[src/pdots_pkg.sv]
// pdots_pkg: shared types and constants of the transmit pdo trigger scheduler
// used by the channel interfaces and the top level
package pdots_pkg;

   localparam int PDO_W      = 2;
   localparam int CSR_IDX_W  = 3;
   localparam int CSR_DATA_W = 64;

   typedef enum logic [1:0] {
      OP_TICK  = 2'd0,
      OP_SYNC  = 2'd1,
      OP_FRAME = 2'd2,
      OP_APP   = 2'd3
   } opcode_type;

   typedef enum logic [CSR_IDX_W-1:0] {
      REG_BLOCK_ENABLE    = 3'd0,
      REG_TRANS_TYPES     = 3'd1,
      REG_EVENT_TIMERS    = 3'd2,
      REG_INHIBIT_TIMES   = 3'd3,
      REG_PDO_FLAGS       = 3'd4,
      REG_COB_IDS         = 3'd5,
      REG_PAYLOAD_LENGTHS = 3'd6
   } csr_reg_type;

   // transmission type codes
   localparam logic [7:0] TT_ACYCLIC   = 8'd0;
   localparam logic [7:0] TT_SYNC_MAX  = 8'd240;
   localparam logic [7:0] TT_RTR_SYNC  = 8'd252;
   localparam logic [7:0] TT_RTR_EVENT = 8'd253;
   localparam logic [7:0] TT_EVENT1    = 8'd254;

   localparam logic [10:0] COB_MASK    = 11'h7FF;
   localparam int unsigned MS_TO_US    = 1000;
   localparam int unsigned INH_UNIT_US = 100;
   localparam logic [3:0]  DLC_MAX     = 4'd8;

endpackage

[src/pdots_if.sv]
// pdots_if: request and response channel interfaces of the scheduler
// depends on pdots_pkg for widths
interface pdots_req_if;
   logic        valid;
   logic        ready;
   logic [1:0]  opcode;
   logic [31:0] event_time_us;
   logic [7:0]  sync_count;
   logic [2:0]  tpdo_select;
   logic        is_rtr;

   modport source (output valid, output opcode, output event_time_us, output sync_count,
                   output tpdo_select, output is_rtr, input ready);
   modport sink (input valid, input opcode, input event_time_us, input sync_count,
                 input tpdo_select, input is_rtr, output ready);
endinterface

interface pdots_rsp_if;
   logic                        valid;
   logic                        ready;
   logic [pdots_pkg::PDO_W-1:0] tpdo_number;
   logic [10:0]                 cob_id;
   logic [3:0]                  dlc;
   logic                        last;

   modport source (output valid, output tpdo_number, output cob_id, output dlc,
                   output last, input ready);
   modport sink (input valid, input tpdo_number, input cob_id, input dlc,
                 input last, output ready);
endinterface

[src/pdo_transmit_trigger_scheduler_top.sv]
// pdo_transmit_trigger_scheduler_top: transmit pdo trigger scheduler
// depends on pdots_pkg and the channel interfaces in pdots_if
//
//   channel   direction  handshake        payload
//   req_chan  in         valid / ready    opcode, event_time_us, sync_count, tpdo_select, is_rtr
//   rsp_chan  out        valid / ready    tpdo_number, cob_id, dlc, last
//   csr_*     in         csr_we           csr_index, csr_wdata
//
// one request walks the pdos in order through a shared 33-bit subtractor:
// per pdo a load step (time difference), then a compare step, a modulo step
// (sync count) or neither, then a decide step; after the last pdo an emit
// step sends the results, lowest pdo first. req ready only when idle.
// synchronous active-high reset clears control, pdo state and configuration registers.
// a stalled response holds the walk in its emit phase, not the walk itself.
module pdo_transmit_trigger_scheduler_top #(
   parameter int NUM_TPDOS = 4
) (
   input  logic                               clock,
   input  logic                               reset,
   pdots_req_if.sink                          req_chan,
   pdots_rsp_if.source                        rsp_chan,
   input  logic                               csr_we,
   input  logic [pdots_pkg::CSR_IDX_W-1:0]    csr_index,
   input  logic [pdots_pkg::CSR_DATA_W-1:0]   csr_wdata
);

   localparam int IDX_W = (NUM_TPDOS > 1) ? $clog2(NUM_TPDOS) : 1;
   localparam logic [pdots_pkg::PDO_W-1:0] LAST_PDO = pdots_pkg::PDO_W'(NUM_TPDOS - 1);

   typedef enum logic [2:0] {
      S_IDLE,
      S_LOAD,
      S_CMP,
      S_MOD,
      S_DECIDE,
      S_EMIT
   } state_type;

   // configuration registers
   logic        enable_ff;
   logic [31:0] trans_types_ff;
   logic [63:0] event_timers_ff;
   logic [63:0] inhibit_times_ff;
   logic [11:0] pdo_flags_ff;
   logic [43:0] cob_ids_ff;
   logic [15:0] payload_lengths_ff;

   // per pdo state
   logic        sync_pending_ff [NUM_TPDOS];
   logic [31:0] last_send_ff    [NUM_TPDOS];

   // sequencer
   state_type                    state_ff, state_in;
   pdots_pkg::opcode_type        op_ff, op_in;
   logic [31:0]                  ts_ff, ts_in;
   logic [7:0]                   cnt_ff, cnt_in;
   logic [2:0]                   sel_ff, sel_in;
   logic                         rtr_ff, rtr_in;
   logic [pdots_pkg::PDO_W-1:0]  pdo_ff, pdo_in;
   logic [NUM_TPDOS-1:0]         mask_ff, mask_in;
   logic [31:0]                  diff_ff, diff_in;
   logic [25:0]                  thr_ff, thr_in;
   logic                         ge_ff, ge_in;
   logic [7:0]                   rem_ff, rem_in;
   logic [2:0]                   bit_ff, bit_in;

   // response register
   logic                         rsp_valid_ff, rsp_valid_in;
   logic [pdots_pkg::PDO_W-1:0]  rsp_num_ff, rsp_num_in;
   logic [10:0]                  rsp_cob_ff, rsp_cob_in;
   logic [3:0]                   rsp_dlc_ff, rsp_dlc_in;
   logic                         rsp_last_ff, rsp_last_in;

   // shared subtractor
   logic [31:0] alu_a, alu_b;
   logic [32:0] alu_res;
   logic        alu_borrow;
   logic [8:0]  rem_shift;

   logic [IDX_W-1:0] pidx;
   logic [7:0]       cur_type;
   logic [15:0]      cur_timer, cur_inhibit;
   logic             cur_valid, cur_timer_sup, cur_inh_sup, cur_pend;
   logic             want_send, want_pend, send_now, sel_hit;

   logic [IDX_W-1:0]             emit_idx;
   logic [pdots_pkg::PDO_W-1:0]  emit_pdo;
   logic [NUM_TPDOS-1:0]         mask_clr;
   logic [3:0]                   emit_len;

   logic req_fire;

   assign req_chan.ready       = (state_ff == S_IDLE);
   assign req_fire             = req_chan.valid && req_chan.ready;
   assign rsp_chan.valid       = rsp_valid_ff;
   assign rsp_chan.tpdo_number = rsp_num_ff;
   assign rsp_chan.cob_id      = rsp_cob_ff;
   assign rsp_chan.dlc         = rsp_dlc_ff;
   assign rsp_chan.last        = rsp_last_ff;

   // current pdo fields
   assign pidx          = pdo_ff[IDX_W-1:0];
   assign cur_type      = trans_types_ff[8*pdo_ff +: 8];
   assign cur_timer     = event_timers_ff[16*pdo_ff +: 16];
   assign cur_inhibit   = inhibit_times_ff[16*pdo_ff +: 16];
   assign cur_valid     = pdo_flags_ff[4'(pdo_ff)];
   assign cur_timer_sup = pdo_flags_ff[4'(pdo_ff) + 4'd4];
   assign cur_inh_sup   = pdo_flags_ff[4'(pdo_ff) + 4'd8];
   assign cur_pend      = sync_pending_ff[pidx];
   assign sel_hit       = (sel_ff == 3'(pdo_ff));

   // operand select of the shared subtractor
   assign rem_shift = {rem_ff, cnt_ff[bit_ff]};
   always_comb begin
      alu_a = '0;
      alu_b = '0;
      case (state_ff)
         S_LOAD: begin
            alu_a = ts_ff;
            alu_b = last_send_ff[pidx];
         end
         S_CMP: begin
            alu_a = diff_ff;
            alu_b = 32'(thr_ff);
         end
         S_MOD: begin
            alu_a = 32'(rem_shift);
            alu_b = 32'(cur_type);
         end
         default: ;
      endcase
   end
   assign alu_res    = {1'b0, alu_a} - {1'b0, alu_b};
   assign alu_borrow = alu_res[32];

   // trigger decision for the current pdo
   always_comb begin
      want_send = 1'b0;
      want_pend = 1'b0;
      unique case (op_ff)
         pdots_pkg::OP_TICK: begin
            want_send = (cur_type >= pdots_pkg::TT_EVENT1) && cur_timer_sup &&
                        (cur_timer != 16'd0) && ge_ff;
         end
         pdots_pkg::OP_SYNC: begin
            if (cur_type == pdots_pkg::TT_ACYCLIC || cur_type == pdots_pkg::TT_RTR_SYNC) begin
               want_send = cur_pend;
            end else if (cur_type <= pdots_pkg::TT_SYNC_MAX) begin
               want_send = (cnt_ff != 8'd0) && (rem_ff == 8'd0);
            end
         end
         pdots_pkg::OP_FRAME: begin
            want_send = rtr_ff && (cur_type == pdots_pkg::TT_RTR_EVENT);
            want_pend = rtr_ff && (cur_type == pdots_pkg::TT_RTR_SYNC);
         end
         pdots_pkg::OP_APP: begin
            want_pend = sel_hit && (cur_type == pdots_pkg::TT_ACYCLIC);
            want_send = sel_hit && (cur_type >= pdots_pkg::TT_EVENT1) &&
                        (!cur_inh_sup || cur_inhibit == 16'd0 || ge_ff);
         end
         default: ;
      endcase
   end
   assign send_now = enable_ff && want_send && cur_valid;

   // lowest pending result
   always_comb begin
      emit_idx = '0;
      for (int k = NUM_TPDOS - 1; k >= 0; k--) begin
         if (mask_ff[k]) begin
            emit_idx = IDX_W'(k);
         end
      end
      mask_clr           = mask_ff;
      mask_clr[emit_idx] = 1'b0;
   end
   assign emit_pdo = pdots_pkg::PDO_W'(emit_idx);
   assign emit_len = payload_lengths_ff[4*emit_pdo +: 4];

   always_comb begin
      state_in     = state_ff;
      op_in        = op_ff;
      ts_in        = ts_ff;
      cnt_in       = cnt_ff;
      sel_in       = sel_ff;
      rtr_in       = rtr_ff;
      pdo_in       = pdo_ff;
      mask_in      = mask_ff;
      diff_in      = diff_ff;
      thr_in       = thr_ff;
      ge_in        = ge_ff;
      rem_in       = rem_ff;
      bit_in       = bit_ff;
      rsp_valid_in = rsp_valid_ff && !rsp_chan.ready;
      rsp_num_in   = rsp_num_ff;
      rsp_cob_in   = rsp_cob_ff;
      rsp_dlc_in   = rsp_dlc_ff;
      rsp_last_in  = rsp_last_ff;
      unique case (state_ff)
         S_IDLE: begin
            if (req_fire) begin
               op_in   = pdots_pkg::opcode_type'(req_chan.opcode);
               ts_in   = req_chan.event_time_us;
               cnt_in  = req_chan.sync_count;
               sel_in  = req_chan.tpdo_select;
               rtr_in  = req_chan.is_rtr;
               pdo_in  = '0;
               mask_in = '0;
               // a disabled block drops the request
               if (enable_ff) begin
                  state_in = S_LOAD;
               end
            end
         end
         S_LOAD: begin
            diff_in = alu_res[31:0];
            if (op_ff == pdots_pkg::OP_TICK) begin
               thr_in = 26'(32'(cur_timer) * pdots_pkg::MS_TO_US);
            end else begin
               thr_in = 26'(32'(cur_inhibit) * pdots_pkg::INH_UNIT_US);
            end
            rem_in = '0;
            bit_in = 3'd7;
            if (op_ff == pdots_pkg::OP_SYNC && cur_type != pdots_pkg::TT_ACYCLIC &&
                cur_type <= pdots_pkg::TT_SYNC_MAX) begin
               state_in = S_MOD;
            end else if (op_ff == pdots_pkg::OP_TICK || op_ff == pdots_pkg::OP_APP) begin
               state_in = S_CMP;
            end else begin
               state_in = S_DECIDE;
            end
         end
         S_CMP: begin
            ge_in    = !alu_borrow;
            state_in = S_DECIDE;
         end
         S_MOD: begin
            // restoring remainder, one count bit per cycle
            rem_in = alu_borrow ? rem_shift[7:0] : alu_res[7:0];
            if (bit_ff == 3'd0) begin
               state_in = S_DECIDE;
            end else begin
               bit_in = bit_ff - 3'd1;
            end
         end
         S_DECIDE: begin
            mask_in[pidx] = send_now;
            if (pdo_ff == LAST_PDO) begin
               state_in = S_EMIT;
            end else begin
               pdo_in   = pdo_ff + 1'b1;
               state_in = S_LOAD;
            end
         end
         S_EMIT: begin
            if (mask_ff == '0) begin
               state_in = S_IDLE;
            end else if (!rsp_valid_ff || rsp_chan.ready) begin
               rsp_valid_in = 1'b1;
               rsp_num_in   = emit_pdo;
               rsp_cob_in   = cob_ids_ff[11*emit_pdo +: 11] & pdots_pkg::COB_MASK;
               rsp_dlc_in   = (emit_len > pdots_pkg::DLC_MAX) ? pdots_pkg::DLC_MAX : emit_len;
               rsp_last_in  = (mask_clr == '0);
               mask_in      = mask_clr;
               if (mask_clr == '0) begin
                  state_in = S_IDLE;
               end
            end
         end
         default: state_in = S_IDLE;
      endcase
   end

   always_ff @(posedge clock) begin
      if (reset) begin
         state_ff     <= S_IDLE;
         rsp_valid_ff <= 1'b0;
      end else begin
         state_ff     <= state_in;
         rsp_valid_ff <= rsp_valid_in;
      end
      op_ff       <= op_in;
      ts_ff       <= ts_in;
      cnt_ff      <= cnt_in;
      sel_ff      <= sel_in;
      rtr_ff      <= rtr_in;
      pdo_ff      <= pdo_in;
      mask_ff     <= mask_in;
      diff_ff     <= diff_in;
      thr_ff      <= thr_in;
      ge_ff       <= ge_in;
      rem_ff      <= rem_in;
      bit_ff      <= bit_in;
      rsp_num_ff  <= rsp_num_in;
      rsp_cob_ff  <= rsp_cob_in;
      rsp_dlc_ff  <= rsp_dlc_in;
      rsp_last_ff <= rsp_last_in;
   end

   // per pdo pending flag and last send time
   always_ff @(posedge clock) begin
      if (reset) begin
         for (int k = 0; k < NUM_TPDOS; k++) begin
            sync_pending_ff[k] <= 1'b0;
            last_send_ff[k]    <= '0;
         end
      end else if (state_ff == S_DECIDE) begin
         if (send_now) begin
            sync_pending_ff[pidx] <= 1'b0;
            last_send_ff[pidx]    <= ts_ff;
         end else if (enable_ff && want_pend) begin
            sync_pending_ff[pidx] <= 1'b1;
         end
      end
   end

   // configuration registers
   always_ff @(posedge clock) begin
      if (reset) begin
         enable_ff          <= 1'b0;
         trans_types_ff     <= '0;
         event_timers_ff    <= '0;
         inhibit_times_ff   <= '0;
         pdo_flags_ff       <= '0;
         cob_ids_ff         <= '0;
         payload_lengths_ff <= '0;
      end else if (csr_we) begin
         unique case (csr_index)
            pdots_pkg::REG_BLOCK_ENABLE:    enable_ff          <= csr_wdata[0];
            pdots_pkg::REG_TRANS_TYPES:     trans_types_ff     <= csr_wdata[31:0];
            pdots_pkg::REG_EVENT_TIMERS:    event_timers_ff    <= csr_wdata;
            pdots_pkg::REG_INHIBIT_TIMES:   inhibit_times_ff   <= csr_wdata;
            pdots_pkg::REG_PDO_FLAGS:       pdo_flags_ff       <= csr_wdata[11:0];
            pdots_pkg::REG_COB_IDS:         cob_ids_ff         <= csr_wdata[43:0];
            pdots_pkg::REG_PAYLOAD_LENGTHS: payload_lengths_ff <= csr_wdata[15:0];
            default: ;
         endcase
      end
   end

endmodule

[src/flat_wrapper.sv]
// flat-port wrapper written by rule: the top's interface ports become plain ports
module pdo_transmit_trigger_scheduler_top_flat 
#(
   parameter int NUM_TPDOS = 4
)
  (clock, reset, csr_we, csr_index, csr_wdata, req_chan_valid, req_chan_opcode, req_chan_event_time_us, req_chan_sync_count, req_chan_tpdo_select, req_chan_is_rtr, req_chan_ready, rsp_chan_valid, rsp_chan_tpdo_number, rsp_chan_cob_id, rsp_chan_dlc, rsp_chan_last, rsp_chan_ready);
  pdots_req_if req_chan_i ();
  pdots_rsp_if rsp_chan_i ();
  input  logic clock;
  input  logic reset;
  input  logic csr_we;
  input  logic [pdots_pkg::CSR_IDX_W-1:0] csr_index;
  input  logic [pdots_pkg::CSR_DATA_W-1:0] csr_wdata;
  input wire logic [$bits(req_chan_i.valid)-1:0] req_chan_valid;
  input wire logic [$bits(req_chan_i.opcode)-1:0] req_chan_opcode;
  input wire logic [$bits(req_chan_i.event_time_us)-1:0] req_chan_event_time_us;
  input wire logic [$bits(req_chan_i.sync_count)-1:0] req_chan_sync_count;
  input wire logic [$bits(req_chan_i.tpdo_select)-1:0] req_chan_tpdo_select;
  input wire logic [$bits(req_chan_i.is_rtr)-1:0] req_chan_is_rtr;
  output wire logic [$bits(req_chan_i.ready)-1:0] req_chan_ready;
  output wire logic [$bits(rsp_chan_i.valid)-1:0] rsp_chan_valid;
  output wire logic [$bits(rsp_chan_i.tpdo_number)-1:0] rsp_chan_tpdo_number;
  output wire logic [$bits(rsp_chan_i.cob_id)-1:0] rsp_chan_cob_id;
  output wire logic [$bits(rsp_chan_i.dlc)-1:0] rsp_chan_dlc;
  output wire logic [$bits(rsp_chan_i.last)-1:0] rsp_chan_last;
  input wire logic [$bits(rsp_chan_i.ready)-1:0] rsp_chan_ready;
  assign req_chan_i.valid = req_chan_valid;
  assign req_chan_i.opcode = req_chan_opcode;
  assign req_chan_i.event_time_us = req_chan_event_time_us;
  assign req_chan_i.sync_count = req_chan_sync_count;
  assign req_chan_i.tpdo_select = req_chan_tpdo_select;
  assign req_chan_i.is_rtr = req_chan_is_rtr;
  assign req_chan_ready = req_chan_i.ready;
  assign rsp_chan_valid = rsp_chan_i.valid;
  assign rsp_chan_tpdo_number = rsp_chan_i.tpdo_number;
  assign rsp_chan_cob_id = rsp_chan_i.cob_id;
  assign rsp_chan_dlc = rsp_chan_i.dlc;
  assign rsp_chan_last = rsp_chan_i.last;
  assign rsp_chan_i.ready = rsp_chan_ready;
  pdo_transmit_trigger_scheduler_top #(.NUM_TPDOS(NUM_TPDOS)) u_core (.clock(clock), .reset(reset), .req_chan(req_chan_i), .rsp_chan(rsp_chan_i), .csr_we(csr_we), .csr_index(csr_index), .csr_wdata(csr_wdata));
endmodule
[config.mk]
export PLATFORM = sky130hd
export DESIGN_NAME = pdo_transmit_trigger_scheduler_top_flat
export DESIGN_NICKNAME = d
export VERILOG_FILES = /design/src/pdots_pkg.sv /design/src/pdots_if.sv /design/src/pdo_transmit_trigger_scheduler_top.sv /design/src/flat_wrapper.sv
export SDC_FILE = /design/constraint.sdc
export NUM_CORES = 1
export LEC_CHECK = 0
export BUFFER_PORTS_ARGS = -buffer_cell sky130_fd_sc_hd__buf_4
export CAP_MARGIN = 20
export CORE_MARGIN = 5
export CORE_UTILIZATION = 55
export CTS_CLUSTER_SIZE = 14
export DETAILED_ROUTE_END_ITERATION = 8
export GPL_ROUTABILITY_DRIVEN = 0
export PLACE_DENSITY = 0.73
export SLEW_MARGIN = 20
export SYNTH_ARGS = -nofsm -noshare
export SYNTH_HDL_FRONTEND = slang
export SYNTH_SLANG_ARGS = --single-unit
export TNS_END_PERCENT = 100
[constraint.sdc]
create_clock -name clock -period 9.4 [get_ports clock]
set_clock_uncertainty 0.2 [all_clocks]
set_input_delay 2.35 -clock clock [delete_from_list [all_inputs] [get_ports clock]]
set_output_delay 2.35 -clock clock [all_outputs]
set_load 0.02 [all_outputs]
# Word-level counts from Yosys, hierarchy flattened
# Memories as Yosys holds them, arrays and structs flattened. A register that Yosys moved wholly into a read port is not among the register bits.
# Index checks and enable logic that the tools add are counted.
dict set report word_totals {
  regBits 377
  memories 2
  ram_bits 132
  output_inout_bits 20
}
dict set report classes {
  reduce_logical 57
  n_lt_le_gt_ge 11
  bitwise_logic 4
  n_addsub 5
  mux 68
  n_eq_ne 27
  shifts 5
  n_mul 3
}
# name depth width rd rd_clocked_by_memory_dff write_ports line_no
set mem_list {}
lappend mem_list {u_core.last_send_ff 4 32 1 1 4 pdo_transmit_trigger_scheduler_top.sv:50} ;# logic [31:0] last_send_ff [NUM_TPDOS];
lappend mem_list {u_core.sync_pending_ff 4 1 1 1 4 pdo_transmit_trigger_scheduler_top.sv:49} ;# logic sync_pending_ff [NUM_TPDOS];
# cell count
set ops {}
lappend ops {{$pmux 32 s3} 2}
lappend ops {{$shiftx 64x7->16} 2}
lappend ops {{$shiftx 44x7->11} 1}
lappend ops {{$sub 32x32->33} 1}
lappend ops {{$mux 32} 1}
lappend ops {{$reduce_or 32->1} 1}
lappend ops {{$shiftx 32x6->8} 1}
lappend ops {{$mux 3} 10}
lappend ops {{$mux 1} 26}
lappend ops {{$mul 16x7->23 const B} 1}
lappend ops {{$mux 23} 1}
lappend ops {{$mul 16x5->21 const B} 1}
lappend ops {{$mux 2} 10}
lappend ops {{$logic_and 1x1->1} 18}
lappend ops {{$pmux 3 s6} 1}
lappend ops {{$reduce_and 2->1} 9}
lappend ops {{$eq 8x8->1 const B} 2}
lappend ops {{$logic_not 16->1} 1}
lappend ops {{$logic_not 8->1} 2}
lappend ops {{$pmux 8 s2} 1}
lappend ops {{$reduce_bool 16->1} 1}
lappend ops {{$reduce_bool 8->1} 2}
lappend ops {{$shiftx 16x5->4} 1}
lappend ops {{$eq 3x3->1 const B} 5}
lappend ops {{48 further kinds} 79}

# Longest topological paths before layout
dict set report depth {
  ltp_word 17
  depth_mapped 23
}

# Worst setup path before layout
# Ideal clock, no wire load.
dict set report synth_path {
  path_type {register to register}
  startpoint {reg u_core.pdo_ff[0] (netlist name)}
  endpoint {reg u_core.thr_ff[24], data pin}
  period_less_slack_ns 7.056
  stages_incl_launch_ff 23
  path_buffers 4
  setup_time_ns 0.258
  arrival_ns 6.599
  required_time_ns 8.942
  setup_slack_ns 2.344
  cell_sequence {edfxtp_1 -> buf_6 -> buf_4 -> buf_1 -> buf_1 -> mux4_2 -> inv_1 -> fa_1 -> fa_1 -> fa_1 -> fa_1 -> inv_1 -> ha_1 -> o21ai_0 -> o21ba_2 -> o21ai_0 -> a211oi_1 -> nor2_1 -> o21a_1 -> o41ai_1 -> o21ai_0 -> xnor2_1 -> nor2_1}
}
dict set report synth_via {
  elab_chain_len 2
}
# item line_no
set synth_lines {}
lappend synth_lines {{start: declaration} pdo_transmit_trigger_scheduler_top.sv:59} ;# logic [pdots_pkg::PDO_W-1:0] pdo_ff, pdo_in;
lappend synth_lines {{start signal: assignment} pdo_transmit_trigger_scheduler_top.sv:287} ;# pdo_ff <= pdo_in;
lappend synth_lines {{$shiftx 64x7->16} pdo_transmit_trigger_scheduler_top.sv:104} ;# assign cur_timer = event_timers_ff[16*pdo_ff +: 16];
lappend synth_lines {{$mul 16x7->23} pdo_transmit_trigger_scheduler_top.sv:218} ;# thr_in = 26'(32'(cur_timer) * pdots_pkg::MS_TO_US);
lappend synth_lines {{end signal: assignment} pdo_transmit_trigger_scheduler_top.sv:290} ;# thr_ff <= thr_in;
lappend synth_lines {{end: declaration} pdo_transmit_trigger_scheduler_top.sv:62} ;# logic [25:0] thr_ff, thr_in;
# Every way passes these cells.
# A chain may end at the register's enable or synchronous reset.

# Worst setup path after layout
# Ends and elaborated chain as after synthesis.

==> impl_metrics.csv <==
group,metric,value,unit
status,outcome,"finished clean",
detailed_routing,remaining_drc_errors,0,
grt,via_count_of_the_first_global_routing_pass,19890,
logic_synthesis,most_frequent_cells_after_synthesis,"nand2_1, a21oi_1, edfxtp_1",
die,fp-row-count,81,
setup_path,path_class,"flip-flop to flip-flop",
logic_synthesis,post-synth-top-area-cell,"edfxtp_1",
power_and_ir_drop,power.sequential.fraction,36.5,%
placed_design,placement.cell_area,28680,sq um
detailed_routing,detail_route.iter0.violations,1892,
cts,clkTransAtPathRegs,0.06,ns
logic_synthesis,synth_area_per_cell,10.16,sq um
sta,final.min_clock_period,6.421,ns
logic_synthesis,synth_async_sr_flop_share,0,%
logic_synthesis,synthDistinctLibCells,64,
sta,timing_hold_violations_final,0,
setup_path,timing.critical_path.slowest_cell_delay,0.64,ns
setup_path,cell_by_cell_listing_of_the_critical_path,"buf_4, mux4_2, fa_1, fa_1, inv_1, fa_1, fa_1, inv_1, ha_1, o21ai_0, o21ba_2, o21ai_0, a211oi_1, nor2_1, o21a_1, o41ai_1, o21ai_0, xnor2_1, nor2_1",
logic_synthesis,post-synth-top-count-cell,"nand2_1",
logic_synthesis,number_of_synthesized_flops_with_an_enable_pin,270,
power_and_ir_drop,total_leakage_power,11.99,nW
setup_path,timing.critical_path.mode_cell,"fa_1",
power_and_ir_drop,power,7.986,mW
power_and_ir_drop,power.combinational.fraction,37.3,%
sta,worst_slew_pin_slew,1.143,ns
sta,maxSlewHeadroom,23.80,%
grt,grt_remaining_overflow,0,
finish,postLayoutCellArea,30450,sq um
finish,flow.area_growth_from_synthesis,12.35,%
detailed_routing,avgRoutedWirePerCell,19.74,um
logic_synthesis,postSynthRegisterBits,509,
die,die_h,232,um
die,number_of_ports_placed_on_the_die_boundary,138,
logic_synthesis,synth.top_cells.by_area,"edfxtp_1, dfxtp_1, nand2_1",
sta,totalNegativeSetupSlack,0,ns
setup_path,path_max_fanout,17,
detailed_routing,finalWirelength,68230,um
setup_path,cp_slowest_cell,"mux4_2",
logic_synthesis,yosys_warnings,0,
grt,grt_max_degree,140,
cts,h-tree-depth,2,
power_and_ir_drop,power.density_cell_area,262.2,nW/um^2
detailed_routing,via_per_inst,5.785,
sta,number_of_pins_exceeding_their_max_slew_limit_in_the_final_report,0,
die,design.core.area,48850,sq um
placed_design,placement.io_buffers,137,
setup_path,worst_setup_path_start_kind,"flip-flop",
logic_synthesis,seq_area_frac_synth,47.56,%
die,die-area,53820,sq um
placed_design,detailed_place_hpwl,46160,um
power_and_ir_drop,sw_frac_of_total,35.85,%
cts,cts_resized,0,
logic_synthesis,synth_top_flop_cell,"edfxtp_1",
setup_path,endpoint_kind_of_the_worst_setup_timing_path,"flip-flop",
cts,worst_skew_pair.late_latency,0.63,ns
finish,final_nets,3096,
logic_synthesis,synthesis.area,27110,sq um
setup_path,cp.arrival,6.57,ns
sta,grt_setup_unrepaired,"false",
logic_synthesis,syn_nets,3017,
detailed_routing,final_antenna_net_count,0,
power_and_ir_drop,power.ir.vdd_worst,0.0001740,V
detailed_routing,drt_first_pass_iters,5,
flow_run,drv_cap,0,
grt,grt_use_total,25.13,%
cts,clock-root-buffer,"clkbuf_16",
cts,postcts_setup_bufs,0,
finish,post_route_cells_drive_above_1_share,13.64,%
grt,grt_pass1_wl,107900,um
cts,clockBufferDepth,3,
finish,fill_cell_count,3961,
cts,cts_tree,"yes",
detailed_routing,detailroute.via_count,20000,
logic_synthesis,synth_top_area_share,29.91,%
grt,number_of_antenna_violations_at_the_first_check_in_global_routing,0,
cts,cts_num_sinks,509,
finish,antenna_cells,0,
worst_hold_path,min_delay_worst_type,"flip-flop to flip-flop",
die,die_w,232,um
sta,fmaxAchievable,155.7,MHz
logic_synthesis,post_synth_inst_count,2669,
die,effective_utilization_at_floorplan,55.49,%
sta,setup_viol,0,
setup_path,worst-endpoint-required,9.55,ns
sta,layout_worst_path_cycle_share,68.30,%
power_and_ir_drop,power_frac_clock,26.2,%
power_and_ir_drop,p_int,5.123,mW
cts,cts_buffers,54,
power_and_ir_drop,switchingPower,2.863,mW
cts,hold_buffers_post_cts,0,
==> flip-flops by register name, summed over array words and instances (netlist names), 8 cells and up, named ones only <==
| signal | count |
|---|---|
| u_core.cnt_ff | 8 |
| u_core.cob_ids_ff | 44 |
| u_core.diff_ff | 32 |
| u_core.event_timers_ff | 64 |
| u_core.inhibit_times_ff | 64 |
| u_core.last_send_ff | 128 |
| u_core.payload_lengths_ff | 16 |
| u_core.pdo_flags_ff | 12 |
| u_core.rem_ff | 8 |
| u_core.rsp_chan.cob_id | 11 |
| u_core.thr_ff | 24 |
| u_core.trans_types_ff | 32 |
| u_core.ts_ff | 32 |
==> cell usage in the layout, fill, tap and decap left out, drive strengths merged, types with 10 or more instances in the layout <==
cell / n
nand2: 593
clkbuf: 66
and3: 37
o21bai: 10
ha: 164
a22o: 26
inv: 202
xnor2: 36
mux2: 20
buf: 163
fa: 66
xor2: 23
nor2: 142
clkinv: 24
a21o: 19
nor3: 16
mux2i: 11
a211oi: 20
a31oi: 19
nor2b: 17
o21ai: 52
nand2b: 14
a22oi: 32
edfxtp: 270
nand3: 30
o21a: 14
and2: 16
dfxtp: 239
mux4: 81
a21oi: 287
==> worst paths after layout <==
| path | start | endpoint | slack (ns) | depth (start not counted) |
|---|---|---|---|---|
| min | u_core.event_timers_ff[30] | u_core.event_timers_ff[30] | 0.25 | 2 |
| min reg2reg | u_core.event_timers_ff[30] | u_core.event_timers_ff[30] | 0.25 | 2 |
| max | u_core.pdo_ff[0] | u_core.thr_ff[24] | 2.98 | 19 |
| max reg2reg | u_core.pdo_ff[0] | u_core.thr_ff[24] | 2.98 | 19 |
==> power groups by stage <==
stage	Clock [mW]	Sequential (mW)	Combinational [mW]
final	2.09	2.91	2.98
after global routing	2.23	2.93	3.30
after CTS	2.13	2.91	2.98
after detailed placement	0	2.96	2.95
after global placement	0	2.95	2.89
after floorplan	0	2.88	2.28
==> per-stage QoR <==
step           utilization [%]  std cells  hold WS [ns]  setup WS, ns
2_1_floorplan                -       2669        0.2317         2.344
5_1_grt                  62.34       3457        0.2706         2.467
3_5_place_dp             58.71       3356        0.2433         2.944
3_3_place_gp             58.71       3356        0.2379         3.021
6_report                 62.34       3457        0.2531         2.979
4_1_cts                  62.30       3457        0.2508         2.901
==> worst max-delay path: cells and delay by family (launching register included) <==
| family | cells | cell delay [ns] |
|---|---|---|
| fa+ha+maj | 5 | 2.44 |
| simple gates | 2 | 0.14 |
| buf+inv | 3 | 0.42 |
| xor+xnor | 1 | 0.16 |
| mux | 1 | 0.64 |
| compound gates | 7 | 1.75 |
| flops | 1 | 0.40 |
==> layout make-up <==
type	instances	area [sq um]	share of cell area [%]
Multi-Input combinational cell	1823	13010	42.72
Clock buffer	66	1426	4.684
Inverter	197	739.5	2.428
Tap cell	664	830.8	2.728
Sequential cell	509	12890	42.34
Clock inverter	35	326.6	1.072
Timing Repair Buffer	163	1227	4.030
==> per-layer routing <==
metal,vias up,track usage [%],part of all wire (%)
met2,711,41.87,48
li1,9427,-,-
met3,129,3.558,6.9
met4,0,8.309,3.6
met1,9731,34.24,41
met5,-,0,0
==> kinds of logic after synthesis <==
kind of cell / count (synthesis) / synth area share (%)
buffers and inverters: 337 / 4.736
multiplexers: 112 / 7.967
XOR/XNOR: 59 / 1.906
AO/OA/AOI/OAI: 519 / 11.39
adder cells (fa/ha/maj): 230 / 12.44
AND/OR/NAND/NOR: 903 / 13.99
flip-flops: 509 / 47.56
Power figures use the tool's default switching activity.
